===== src/rtl/strt_pkg.sv =====
// Shared types, constants and row-packing helpers for the sorted timestamp row table.
// Depends on nothing; every other file of the block but strt_ram imports it.
package strt_pkg;

  localparam int ROWS      = 64;
  localparam int DATA_COLS = 7;
  localparam int ROW_W     = $clog2(ROWS);
  localparam int CNT_W     = $clog2(ROWS + 1);
  localparam int COL_W     = 3;
  localparam int KEY_W     = 32;
  localparam int VAL_W     = 32;
  localparam int CELL_W    = VAL_W + 1;
  localparam int ROW_DW    = KEY_W + DATA_COLS * CELL_W;

  localparam logic [2:0] CMD_UPSERT = 3'd0;
  localparam logic [2:0] CMD_DELETE = 3'd1;
  localparam logic [2:0] CMD_LOOKUP = 3'd2;
  localparam logic [2:0] CMD_LIST   = 3'd3;
  localparam logic [2:0] CMD_STATUS = 3'd4;

  typedef enum logic [2:0] {
    ST_OK        = 3'd0,
    ST_NOT_FOUND = 3'd1,
    ST_RANGE     = 3'd2,
    ST_EMPTY     = 3'd3,
    ST_FULL      = 3'd4
  } status_t;

  typedef enum logic [2:0] {
    OP_UPSERT, OP_DELETE, OP_LOOKUP, OP_LIST, OP_STATUS, OP_BAD
  } op_t;

  typedef struct packed {
    op_t               op;
    logic              col_bad;
    logic [KEY_W-1:0]  key;
    logic [COL_W-1:0]  column;
    logic [VAL_W-1:0]  value;
    logic [6:0]        start_index;
    logic [ROW_W-1:0]  end_index;
    logic [CNT_W-1:0]  count;
  } cmd_t;

  typedef struct packed {
    status_t           status;
    logic [ROW_W-1:0]  row_index;
    logic [KEY_W-1:0]  key_out;
    logic [COL_W-1:0]  column_out;
    logic [VAL_W-1:0]  value_out;
    logic              value_valid;
    logic [CNT_W-1:0]  row_total;
    logic              last;
  } out_t;

  function automatic out_t mk_out(status_t st, logic [CNT_W-1:0] row, logic [KEY_W-1:0] key,
                                  logic [COL_W-1:0] col, logic [VAL_W-1:0] val,
                                  logic valid, logic [CNT_W-1:0] total, logic last);
    out_t o;
    o.status      = st;
    o.row_index   = row[ROW_W-1:0];
    o.key_out     = key;
    o.column_out  = col;
    o.value_out   = val;
    o.value_valid = valid;
    o.row_total   = total;
    o.last        = last;
    return o;
  endfunction

  function automatic logic [VAL_W-1:0] cell_val(logic [ROW_DW-1:0] row, logic [COL_W-1:0] c);
    return row[KEY_W + int'(c) * CELL_W +: VAL_W];
  endfunction

  function automatic logic cell_fill(logic [ROW_DW-1:0] row, logic [COL_W-1:0] c);
    return row[KEY_W + int'(c) * CELL_W + VAL_W];
  endfunction

endpackage


===== src/rtl/strt_front.sv =====
// Command front end: accepts beats, decodes the command and queues it for the back end.
// Depends on strt_pkg.
module strt_front import strt_pkg::*; (
  input  logic             clk,
  input  logic             rst_n,
  input  logic             start,
  output logic             busy,
  input  logic [2:0]       in_cmd,
  input  logic [KEY_W-1:0] in_key,
  input  logic [COL_W-1:0] in_column,
  input  logic [VAL_W-1:0] in_value,
  input  logic [6:0]       in_start_index,
  input  logic [ROW_W-1:0] in_end_index,
  input  logic [CNT_W-1:0] in_count,
  output logic             q_valid,
  output cmd_t             q_item,
  input  logic             q_pop
);

  cmd_t       ent_r [2];
  logic       wptr_r, rptr_r;
  logic [1:0] fill_r;
  logic       push;
  cmd_t       dec;

  assign busy    = (fill_r == 2'd2);
  assign push    = start && !busy;
  assign q_valid = (fill_r != 2'd0);
  assign q_item  = ent_r[rptr_r];

  always_comb begin
    dec.key         = in_key;
    dec.column      = in_column;
    dec.value       = in_value;
    dec.start_index = in_start_index;
    dec.end_index   = in_end_index;
    dec.count       = in_count;
    dec.col_bad     = (32'(in_column) >= 32'(DATA_COLS));
    unique case (in_cmd)
      CMD_UPSERT: dec.op = OP_UPSERT;
      CMD_DELETE: dec.op = OP_DELETE;
      CMD_LOOKUP: dec.op = OP_LOOKUP;
      CMD_LIST:   dec.op = OP_LIST;
      CMD_STATUS: dec.op = OP_STATUS;
      default:    dec.op = OP_BAD;
    endcase
  end

  always_ff @(posedge clk) begin
    if (push) begin
      ent_r[wptr_r] <= dec;
    end
  end

  always_ff @(posedge clk) begin
    if (!rst_n) begin
      wptr_r <= 1'b0;
      rptr_r <= 1'b0;
      fill_r <= 2'd0;
    end else begin
      if (push) begin
        wptr_r <= !wptr_r;
      end
      if (q_pop) begin
        rptr_r <= !rptr_r;
      end
      fill_r <= fill_r + 2'(push) - 2'(q_pop);
    end
  end

endmodule


===== config.mk =====
export PLATFORM = sky130hd
export DESIGN_NAME = strt_front
export DESIGN_NICKNAME = d
export VERILOG_FILES = /design/src/rtl/strt_pkg.sv /design/src/rtl/strt_front.sv
export SDC_FILE = /design/constraint.sdc
export NUM_CORES = 1
export LEC_CHECK = 0
export BUFFER_PORTS_ARGS = -buffer_cell sky130_fd_sc_hd__clkbuf_2
export CORE_ASPECT_RATIO = 0.5
export CORE_MARGIN = 5
export CORE_UTILIZATION = 48
export DETAILED_ROUTE_END_ITERATION = 7
export GPL_TIMING_DRIVEN = 0
export HOLD_SLACK_MARGIN = 0.08
export PLACE_DENSITY_LB_ADDON = 0.2
export SLEW_MARGIN = 20
export SYNTH_ARGS = -nofsm -noshare
export SYNTH_HDL_FRONTEND = slang
export SYNTH_SLANG_ARGS = --single-unit
export TNS_END_PERCENT = 100

===== constraint.sdc =====
create_clock -name clk -period 4.7 [get_ports clk]
set_clock_uncertainty 0.2 [all_clocks]
set_input_delay 0.47 -clock clk [delete_from_list [all_inputs] [get_ports clk]]
set_output_delay 0.47 -clock clk [all_outputs]
set_load 0.02 [all_outputs]

# --- Word-level counts from Yosys, hierarchy flattened ---
# Memory sizes are Yosys's and may differ from the RTL's. A register that Yosys moved wholly into a read port is not among the register bits.
# Index checks and enable logic that the tools add are counted.
word_totals:
  reg_bits: 4
  latchBits: 0
  ramBits: 182
  romBits: 0
  out_inout_bits: 93
  n_memories: 1
classes:
  addsub: 2
  n_mul: 0
  div: 0
  order_cmp: 1
  eq_ne: 5
  shift: 0
  mux: 5
  bitwise_logic: 0
  n_reduce_logical: 6
mem_list:
  columns: ["name", "words", "width", "rd", "rd_clocked_by_memory_dff", "wr", "line_no", "source"]
  rows:
  - ["ent_r", 2, 91, 1, 1, 1, "strt_front.sv:20", "cmd_t ent_r [2];"]
ops:
  columns: ["cell", "n"]
  rows:
  - ["3-bit one-hot mux with 5 select lines", 1]
  - ["3-bit by 2-bit equality test with 1-bit output (second input constant)", 2]
  - ["1-bit 2-to-1 mux", 4]
  - ["3-bit by 1-bit equality test with 1-bit output (second input constant)", 1]
  - ["3-bit equality test (second input constant)", 1]
  - ["3-bit greater-or-equal comparator (second input constant)", 1]
  - ["1-bit zero test", 3]
  - ["3-bit zero test", 1]
  - ["2-bit by 1-bit adder with 2-bit output", 1]
  - ["2-bit equality test (second input constant)", 1]
  - ["2-bit nonzero test", 1]
  - ["2-bit by 1-bit subtractor with 2-bit output", 1]
  - ["1-bit logical AND", 1]

# --- Longest topological paths before layout ---
# Gate-level depths: netlist (run 1).
logic_depth:
  word_depth: 5
  mapped_depth: 8

# --- Worst setup path after synthesis (run 1) ---
# No wires, ideal clock.
synth_timing:
  path_type: "in2reg"
  start: "in start"
  end: "mem ent_r[0][0] (netlist name), enable pin"
  arrival_ns: 4.354
  t_required_ns: 3.959
  path_slack_ns: -0.395
  cell_stages: 2
  path_buffers: 0
  cell_sequence: "nand2_1 nor2_1"
synth_via:
  elab_chain_cells: 3
synth_lines:
  columns: ["item", "line_no", "source"]
  rows:
  - ["start: declaration", "strt_front.sv:6", "input logic start,"]
  - ["1-bit logical AND", "strt_front.sv:27", "assign push = start && !busy;"]
  - ["1-bit 2-to-1 mux", "strt_front.sv:50", "if (push) begin"]
  - ["1-bit 2-to-1 mux (implied by the code)", "strt_front.sv:51", "ent_r[wptr_r] <= dec;"]
  - ["end: declaration", "strt_front.sv:20", null]
# No other way between the ends.

==> results.tsv, run 1 <==
metric	value	unit
grt_pass1_vias	4199	
gp_congestion	0.666	
use_met1	17.4	%
status	complete, no violations	
synth_top_cell_area_share	75.2	%
instances_no_fill	820	
cp.buffers_inverters	3	
cpLargestDelayFamily	buffers and inverters	
yosys_warnings	0	
grt_busiest_layer	met2	
critPathLaunchType	flip-flop	
cp_num_cells	4	
clk_latency	410	ps
synth_edf_count	182	
end_kind	output pin	
clkSinkCount	187	
hold_violations	0	
ios	187	
ff2ff_path_depth	6	
slowest_stage	dfxtp_1	
wirelength	13.6	mm
worstPathCellList	buf_6 > buf_12 > mux2_4 > clkbuf_2	
grt_usage	15.2	%
setup_tns	0	ps
core-area	0.0147	sq mm
grt_max_degree	51	
synthArstFlopShare	0	%
p_sw	1130	uW
clock_path_buffers	2	
reg2reg_from	fill_r[0]$_SDFF_PN0_	
p_per_area	426	mW/mm^2
synthFlopType	edfxtp_1	
ir_drop	0.260	mV
tritoncts	built	
syn_area	0.00727	sq mm
drive_above_1_share	52.4	%
fin_nets	706	
worstSetupPathType	flip-flop to output pin	
area_growth	37.7	%
synth_cell_types	21	
yosys-top-cells-count	edfxtp_1, mux2_4, buf_12	
slew_viol_final	0	
viasPerCell	4.66	
portBuffers	186	
antenna_found_initial	0	
die_w	184	um
yosysSeqAreaShare	76.5	%
synth_cells	313	
drc_errors	0	
arrival	1650	ps
post-route-util	68.3	%
drtIter0Drc	218	
final_antenna_net_count	0	
synth.most_common_cell	edfxtp_1	
max-cap-violations	0	
synth.largest_area_cell	edfxtp_1	
pwr-share-seq	48.6	%
wl_per_cell	16.6	um
dp_cells	702	
clkPwrFrac	31.4	%
avgSynthCellArea	23.2	sq um
yosys_register_bits	187	
drt_pass1_iterations	5	
power_leakage	0.00407	uW
setup-violations-final	0	
hold_depth	2	
path_max_fanout	10	
fin_hold_ws	138	ps
p_sw_share	26.5	%
pwr-share-comb	20.0	%
rsz0062_at_grt	no	
tightest_slew	661	ps
fp-row-count	31	
hold_path_class	input pin to flip-flop	
gr-usage-met2	28.2	%
post_dp_cell_area	0.00859	sq mm
vias	3820	
cts_buffers	17	
grt_pass1_wl	21.1	mm
dp_hpwl	9.10	mm
synth_fp_nets	409	
fin_crit_sh	49.5	%
diodes	0	
grt_overflow	0	
required	4030	ps
cts.htree.levels	4	
max_slew_margin	55.9	%
hp-start	rst_n	
clk_pin_slew_worst_paths	70	ps
fmax	430	MHz
internal-power	3140	uW
chipHeight	97.0	um
floorplan.initialDensity	49.6	%
period_needed	2320	ps
synthTopCellsByArea	edfxtp_1, mux2_4, buf_12	
cts-root-buf	clkbuf_16	
postLayoutCellArea	0.0100	sq mm
gr-usage-met3	3.19	%
cpPeakStageDelay	320	ps
post_cts_resized	0	
design.die.area	0.0179	sq mm
-- final timing paths --
check	to	slack, ps
max	q_item[61]	2380
min	fill_r[0]$_SDFF_PN0_	140
max reg2reg	ent_r[0][62]$_DFFE_PP_	2400
min reg2reg	rptr_r$_SDFFE_PN0P_	320
-- area by class of cell --
cell class / count / area, sq um
clock inverters: 14 / 135
multi-input cells: 112 / 1510
clock buffers: 17 / 425
plain buffers: 11 / 195
flip-flops and latches: 187 / 5570
repair buffers: 278 / 1920
fillers: 1012 / 4640
well taps: 198 / 248
inverters: 3 / 11.3
-- per-layer routing --
layer | wire (um) | vias up
met5 | 0 | -
met4 | 136 | 0
met3 | 606 | 13
met2 | 7400 | 93
met1 | 5480 | 1882
li1 | - | 1832
-- worst reg2reg max path, delay by kind of cell (launching register included) --
family,cells,cell delay (ps)
buffers and inverters,3,630
AND/OR/NAND/NOR,3,820
flip-flops,1,350
-- logic make-up (layout without fill, tap and decap cells) --
group	after synthesis	count (layout)	synth area share, %
buf+inv	14	323	2.84
fa+ha+maj	2	2	0.344
xor+xnor	2	2	0.241
flops	187	187	76.5
simple gates	15	15	1.07
compound gates	1	1	0.103
mux	92	92	18.9
-- cell usage in the layout (no fill, tap or decap) --
| cell | n |
|---|---|
| nand2b_1 | 2 |
| clkinv_8 | 2 |
| xnor2_1 | 1 |
| nand2_1 | 2 |
| inv_1 | 3 |
| and3_4 | 1 |
| edfxtp_1 | 182 |
| clkbuf_16 | 17 |
| dlygate4sd3_1 | 87 |
| dfxtp_1 | 5 |
| and3_1 | 1 |
| mux2_4 | 90 |
| ha_1 | 2 |
| mux2_2 | 1 |
| buf_6 | 1 |
| a21o_1 | 1 |
| nor2_4 | 1 |
| and2_1 | 2 |
| clkinv_2 | 2 |
| nor3_1 | 1 |
| mux2i_1 | 1 |
| clkinv_4 | 3 |
| inv_8 | 2 |
| nor2b_1 | 1 |
| nor2_1 | 3 |
| or2_2 | 1 |
| clkbuf_2 | 186 |
| buf_12 | 11 |
| buf_16 | 3 |
| clkbuf_1 | 1 |
| xor2_1 | 1 |
| inv_6 | 5 |
-- flip-flops by register name, summed over array words and instances (netlist names), named ones only --
signal	cells
ent_r	182
fill_r	2
rptr_r	1
wptr_r	1
-- metrics by stage --
step	total power [uW]	worst slack (ps)
after global routing	4440	2240
after floorplan	2640	1130
after detailed placement	2920	2330
after CTS	4320	2350
final	4270	2380
after global placement	2880	-389
-- what timing repair did --
item,CTS,global route
endpoints found under the hold margin,174,0
setup buffers,0,0
hold buffers,87,0
-- power groups by stage --
stage                     logic (uW)  registers [uW]  clock network (uW)
after floorplan                  531            2110                   0
after CTS                        871            2070                1380
after detailed placement         811            2110                   0
after global placement           755            2130                   0
after global routing             907            2090                1450
final                            855            2070                1340
No activity file was read; power rests on OpenSTA's default activity.
==> inputs of run 2 (changes only) <==
--- a/config.mk
+++ b/config.mk
@@ -8,7 +8,7 @@
 export BUFFER_PORTS_ARGS = -buffer_cell sky130_fd_sc_hd__clkbuf_2
 export CORE_ASPECT_RATIO = 0.5
 export CORE_MARGIN = 5
-export CORE_UTILIZATION = 48
+export CORE_UTILIZATION = 53
 export DETAILED_ROUTE_END_ITERATION = 7
 export GPL_TIMING_DRIVEN = 0
 export HOLD_SLACK_MARGIN = 0.08
==> constraint.sdc (replaced) <==
create_clock -name clk -period 2.3 [get_ports clk]
set_clock_uncertainty 0.2 [all_clocks]
set_input_delay 0.23 -clock clk [delete_from_list [all_inputs] [get_ports clk]]
set_output_delay 0.23 -clock clk [all_outputs]
set_load 0.02 [all_outputs]
==> run 2 against run 1 <==
Net effect:
- clock-buffer cell count rose by 1
- utilization grew 6.9 points
- clock power increased by 130%
- combinational power up 110%
- sequential power up 110%
- hold slack better by 190 ps
- final area rose by 1.2%
- global-route usage up 2.5 points
- sequential share of layout area shrank 0.63 points
- flip-flop and latch count did not move
- worst setup slack lost 2200 ps
==> results.tsv, run 2 (synthesized netlist as in run 1, its figures left out) <==
metric	value	unit
status	complete, no violations	
path_common_cell	buf_16	
cpLargestDelayFamily	buffers and inverters	
final_antenna_net_count	0	
end_kind	flip-flop	
grt_max_degree	51	
clk_pin_slew_worst_paths	60	ps
drc_errors	0	
max_slew_margin	50.3	%
hold_violations	0	
grt_busiest_layer	met2	
tritoncts	built	
drive_above_1_share	52.1	%
layout_common_cells	clkbuf_2, edfxtp_1, dlygate4sd3_1	
chipHeight	92.8	um
cpPeakStageDelay	520	ps
final_common_cell	clkbuf_2	
worstPathCellList	dlygate4sd3_1 > clkbuf_2 > nand2_4 > nor2_4 > buf_16 > buf_12 > buf_16	
largest_register	ent_r	
setup-violations-final	0	
wirelength	13.9	mm
tightest_slew	745	ps
total_power	9060	uW
grt_overflow	0	
cts_setup_buffers	0	
worstSetupPathType	input pin to flip-flop	
grt_pass1_wl	22.2	mm
period_needed	2110	ps
largest_reg_flops	182	
power_leakage	0.00411	uW
antenna_found_initial	0	
post_dp_cell_area	0.00857	sq mm
cp-startpoint	start	
cp.buffers_inverters	5	
design.die.area	0.0163	sq mm
gr-usage-met2	33.0	%
slew_viol_final	0	
hp-start	rptr_r$_SDFFE_PN0P_	
vias	3865	
critPathLaunchType	input pin	
drt_pass1_iterations	4	
clk_latency	410	ps
fin_crit_sh	91.9	%
postLayoutCellArea	0.0101	sq mm
cts.htree.levels	4	
slowest_stage	dlygate4sd3_1	
area_growth	39.4	%
dp_hpwl	8.86	mm
biggestRegsByFlops	ent_r (182), fill_r (2)	
use_met1	20.0	%
gr-usage-met3	4.81	%
floorplan.initialDensity	54.0	%
cts-root-buf	clkbuf_16	
arrival	2030	ps
p_per_area	894	mW/mm^2
portBuffers	186	
r2r_end	ent_r[0][43]$_DFFE_PP_	
fin_nets	713	
fp-row-count	30	
cp_num_cells	7	
required	2220	ps
die_w	176	um
endpoint	ent_r[0][43]$_DFFE_PP_	
fmax	473	MHz
ff2ff_path_depth	6	
fillers	789	
drtIter0Drc	164	
reg2reg_from	fill_r[0]$_SDFF_PN0_	
ff2ff_setup_slack	190	ps
hold_path_class	flip-flop to flip-flop	
ir_drop	0.470	mV
wl_per_cell	17.2	um
clock_path_buffers	2	
gp_congestion	0.720	
grt_usage	17.6	%
core-area	0.0135	sq mm
clkSinkCount	187	
viasPerCell	4.80	
ios	187	
grt_pass1_vias	4342	
cts_buffers	17	
path_max_fanout	21	
rsz0062_at_grt	no	
max-cap-violations	0	
run 2: changes by cell type in the layout (fill, tap and decap cells not counted), moves of 2 or more:
cell           delta
dlygate4sd3_1     +7
bufinv_16         +4
clkinvlp_4        +3
clkinv_2          -2
clkinv_4          -2
clkinv_8          -2
inv_8             -2
run 2: final cells by class:
| type | instances | area (sq um) | share of cell area [%] |
|---|---|---|---|
| Sequential cell | 187 | 5570 | 54.9 |
| Timing Repair Buffer | 285 | 1990 | 19.7 |
| Multi-Input combinational cell | 112 | 1530 | 15.1 |
| Clock buffer | 18 | 429 | 4.24 |
| Tap cell | 176 | 220 | 2.17 |
| Buffer | 11 | 195 | 1.93 |
| Clock inverter | 12 | 186 | 1.84 |
| Inverter | 3 | 11.3 | 0.111 |
| Antenna cell | 1 | 2.50 | 0.0247 |
run 2: stage by stage:
| stage | hold slack [ps] | instances | setup slack (ps) | utilization (%) | TNS [ps] |
|---|---|---|---|---|---|
| after detailed placement | 222 | 680 | 181 | 63.6 | 0 |
| after floorplan | 129 | 313 | -175 | - | -15960 |
| after global placement | 219 | 675 | -966 | 62.7 | -138990 |
| after CTS | 324 | 804 | 170 | 75.2 | 0 |
| final | 329 | 805 | 186 | 75.2 | 0 |
| after global routing | 320 | 804 | 85.7 | 75.2 | 0 |
run 2: power by group:
| part | internal (uW) | switching [uW] | total (uW) | leakage [uW] |
|---|---|---|---|---|
| logic | 852 | 920 | 1770 | 0.00208 |
| registers | 4150 | 92.6 | 4250 | 0.00174 |
| clock network | 1830 | 1210 | 3040 | 0.000290 |
| total | 6830 | 2230 | 9060 | 0.00411 |
run 2: worst min-delay path by stage:
stage / to / slack, ps / cells after the start
2_1_floorplan: ent_r[0][0]$_DFFE_PP_ / 130 / 0
3_3_place_gp: ent_r[1][70]$_DFFE_PP_ / 220 / 1
3_5_place_dp: ent_r[0][24]$_DFFE_PP_ / 220 / 1
4_1_cts: ent_r[1][77]$_DFFE_PP_ / 320 / 2
5_1_grt: ent_r[1][77]$_DFFE_PP_ / 320 / 2
6_report: rptr_r$_SDFFE_PN0P_ / 330 / 2
run 2: repair_timing:
item,4_1_cts,5_1_grt
endpoints found under the setup margin,0,0
hold endpoints to repair,187,0
hold buffers,94,0
gates resized for setup,0,0
run 2: tightest hold or removal path: stages, from the launching register on:
cell and delay (ps):
dfxtp_1 320, xnor2_1 80, nor2_1 90
run 2: routing by layer:
metal | up-vias | part of all wire (%)
met2 | 102 | 54
met5 | - | 0
li1 | 1848 | -
met4 | 0 | 0.99
met1 | 1902 | 40
met3 | 13 | 4.6
==> inputs of run 3 (changes only) <==
--- a/config.mk
+++ b/config.mk
@@ -5,10 +5,11 @@
 export SDC_FILE = /design/constraint.sdc
 export NUM_CORES = 1
 export LEC_CHECK = 0
+export ABC_AREA = 1
 export BUFFER_PORTS_ARGS = -buffer_cell sky130_fd_sc_hd__clkbuf_2
 export CORE_ASPECT_RATIO = 0.5
 export CORE_MARGIN = 5
-export CORE_UTILIZATION = 53
+export CORE_UTILIZATION = 48
 export DETAILED_ROUTE_END_ITERATION = 7
 export GPL_TIMING_DRIVEN = 0
 export HOLD_SLACK_MARGIN = 0.08
@@ -17,4 +18,3 @@
 export SYNTH_ARGS = -nofsm -noshare
 export SYNTH_HDL_FRONTEND = slang
 export SYNTH_SLANG_ARGS = --single-unit
-export TNS_END_PERCENT = 100
==> constraint.sdc (replaced) <==
create_clock -name clk -period 1.8 [get_ports clk]
set_clock_uncertainty 0.2 [all_clocks]
set_input_delay 0.18 -clock clk [delete_from_list [all_inputs] [get_ports clk]]
set_output_delay 0.18 -clock clk [all_outputs]
set_load 0.02 [all_outputs]
==> run 3 against run 2 <==
Net effect:
- the run now ends with setup timing left
- critical path depth shrank 3
- first-iteration DRC count decreased by 24%
- sequential share of layout area decreased by 2.7 points
- flip-flop and latch count did not move
- via count up 1.8%
- final cell count rose by 5.3%
- wire length increased by 1.5%
- utilization down 2.5 points
- area after synthesis increased by 0.10%
- hold slack got worse by 35 ps
- largest cell class unchanged
- largest power group unchanged
- highest routed layer unchanged
==> results.tsv, run 3 <==
metric	value	unit
yosys.area_share.simple	1.10	%
largest_register	ent_r	
synth_edf_count	182	
hold_violations	0	
largest_reg_flops	182	
status	finished with violations	
synth_fa_ha_area_share	0.344	%
grt_max_degree	33	
portBuffers	186	
yosys-top-cells-count	edfxtp_1, mux2_4, nand2_1	
synth_fp_nets	419	
setup_tns	-13890	ps
synth_cells	323	
synth.most_common_cell	edfxtp_1	
fin_crit_sh	110	%
antenna_found_initial	1	
design.die.area	0.0179	sq mm
yosys_register_bits	187	
synthTopCellsByArea	edfxtp_1, mux2_4, buf_12	
clk_pin_slew_worst_paths	80	ps
grt_usage	15.9	%
max-cap-violations	0	
vias	3934	
period_needed	1980	ps
ios	187	
final_common_cell	edfxtp_1	
synthArstFlopShare	0	%
core-area	0.0147	sq mm
gp_congestion	0.661	
tightest_slew	608	ps
cts.htree.levels	4	
setup-violations-final	91	
drtIter0Drc	124	
cp.buffers_inverters	3	
end_kind	output pin	
instances_no_fill	848	
wl_per_cell	16.6	um
synth_top_family_by_area	multiplexers	
dp_cells	713	
clock_path_buffers	2	
worst_slack	-179	ps
fin_nets	733	
ir_drop	0.692	mV
floorplan.initialDensity	49.7	%
rsz0062_at_grt	yes	
area_growth	46.5	%
drt_pass1_iterations	4	
clkSinkCount	187	
clk_latency	410	ps
hold_path_class	input pin to flip-flop	
biggestRegsByFlops	ent_r (182), fill_r (2)	
drive_above_1_share	52.9	%
tritoncts	built	
die_w	184	um
syn_area	0.00728	sq mm
arrival	1600	ps
cts_buffers	17	
dp_hpwl	8.92	mm
required	1420	ps
final_antenna_net_count	0	
worstPathCellList	buf_16 > buf_12 > mux2_4 > clkbuf_2	
slowest_stage	dfxtp_4	
cts-root-buf	clkbuf_16	
grt_pass1_vias	4337	
worstSetupPathType	flip-flop to output pin	
wirelength	14.1	mm
failed_checks	setup timing	
ff2ff_setup_slack	80	ps
synthFlopType	edfxtp_1	
drc_errors	0	
path_max_fanout	10	
viasPerCell	4.64	
cpPeakStageDelay	400	ps
synth_compound_area_share	0.241	%
yosysSeqAreaShare	76.5	%
chipHeight	97.1	um
synth_mux_area_share	18.7	%
dp_worst_setup_slack	-377	ps
max_slew_margin	59.4	%
slew_viol_final	0	
synth_cell_types	15	
synth_top_cell_area_share	75.1	%
layout_common_cells	edfxtp_1, clkbuf_2, dlygate4sd3_1	
avgSynthCellArea	22.5	sq um
fin_hold_ws	294	ps
fillers	932	
fp-row-count	31	
p_per_area	1030	mW/mm^2
power_leakage	0.00431	uW
yosys_warnings	0	
fmax	505	MHz
cpLargestDelayFamily	buffers and inverters	
grt_pass1_wl	22.2	mm
critPathLaunchType	flip-flop	
grt_overflow	0	
synth.largest_area_cell	edfxtp_1	
synth-xor-area-share	0	%
==> run 3: cell count changes after synthesis, sizes merged, moves of 2 or more <==
cell,delta
a21oi,+2
nand3,+2
inv,+6
and2,-2
nand2b,-2
nand2,+8
nor2,+3
==> run 3: what timing repair did <==
item	CTS	global route
cloned	3	3
resized for setup	26	165
hold buffers	94	0
buffers inserted	3	0
endpoints found under the setup margin	162	123
pin swaps	1	0
endpoints found under the hold margin	189	0
==> run 3: where the power goes <==
part	switching (uW)	total [uW]	internal [uW]
registers	97.4	5310	5210
clock network	1670	3490	1820
logic	1020	2160	1140
total	2780	11000	8170
==> run 3: logic make-up (layout without fill, tap and decap cells) <==
family,Yosys count,after routing
multiplexers,91,91
adder cells (fa/ha/maj),2,2
flip-flops,187,187
AO/OA/AOI/OAI,3,3
buffers and inverters,20,345
other,0,1
AND/OR/NAND/NOR,20,21
==> run 3: worst paths after layout <==
check,from,endpoint,depth (start not counted)
worst max register to register,fill_r[0]$_SDFF_PN0_,ent_r[1][4]$_DFFE_PP_,6
worst max-delay path,flip-flop,q_item[40],4
worst min-delay path,in_value[20],ent_r[1][40]$_DFFE_PP_,2
worst min register to register,rptr_r$_SDFFE_PN0P_,rptr_r$_SDFFE_PN0P_,2
==> run 3: stage by stage <==
stage          power (uW)  instance area [sq um]  util [%]
2_1_floorplan        6520                   7310         -
3_3_place_gp         7030                   8490      57.9
3_5_place_dp         7110                   8610      58.7
4_1_cts             10900                  10300      70.1
5_1_grt             11500                  10700      72.7
6_report            11000                  10700      72.7
==> run 3: area by class of cell <==
| cell class | count | area [sq um] | share of cell area [%] |
|---|---|---|---|
| antenna | 1 | 2.50 | 0.0235 |
| clock buffer | 17 | 425 | 3.99 |
| inverter | 9 | 37.5 | 0.352 |
| timing repair buffer | 294 | 2520 | 23.6 |
| clock inverter | 14 | 130 | 1.22 |
| tap | 198 | 248 | 2.32 |
| multi-input combinational | 117 | 1530 | 14.3 |
| buffer | 11 | 204 | 1.91 |
| sequential | 187 | 5570 | 52.3 |
==> run 3: layer usage <==
| metal | vias to the layer above | routed length, um | track usage [%] |
|---|---|---|---|
| met1 | 1927 | 5670 | 19.5 |
| met4 | 0 | 206 | 4.83 |
| li1 | 1893 | - | - |
| met2 | 97 | 7560 | 28.6 |
| met3 | 17 | 643 | 2.84 |
| met5 | - | 0 | 0 |
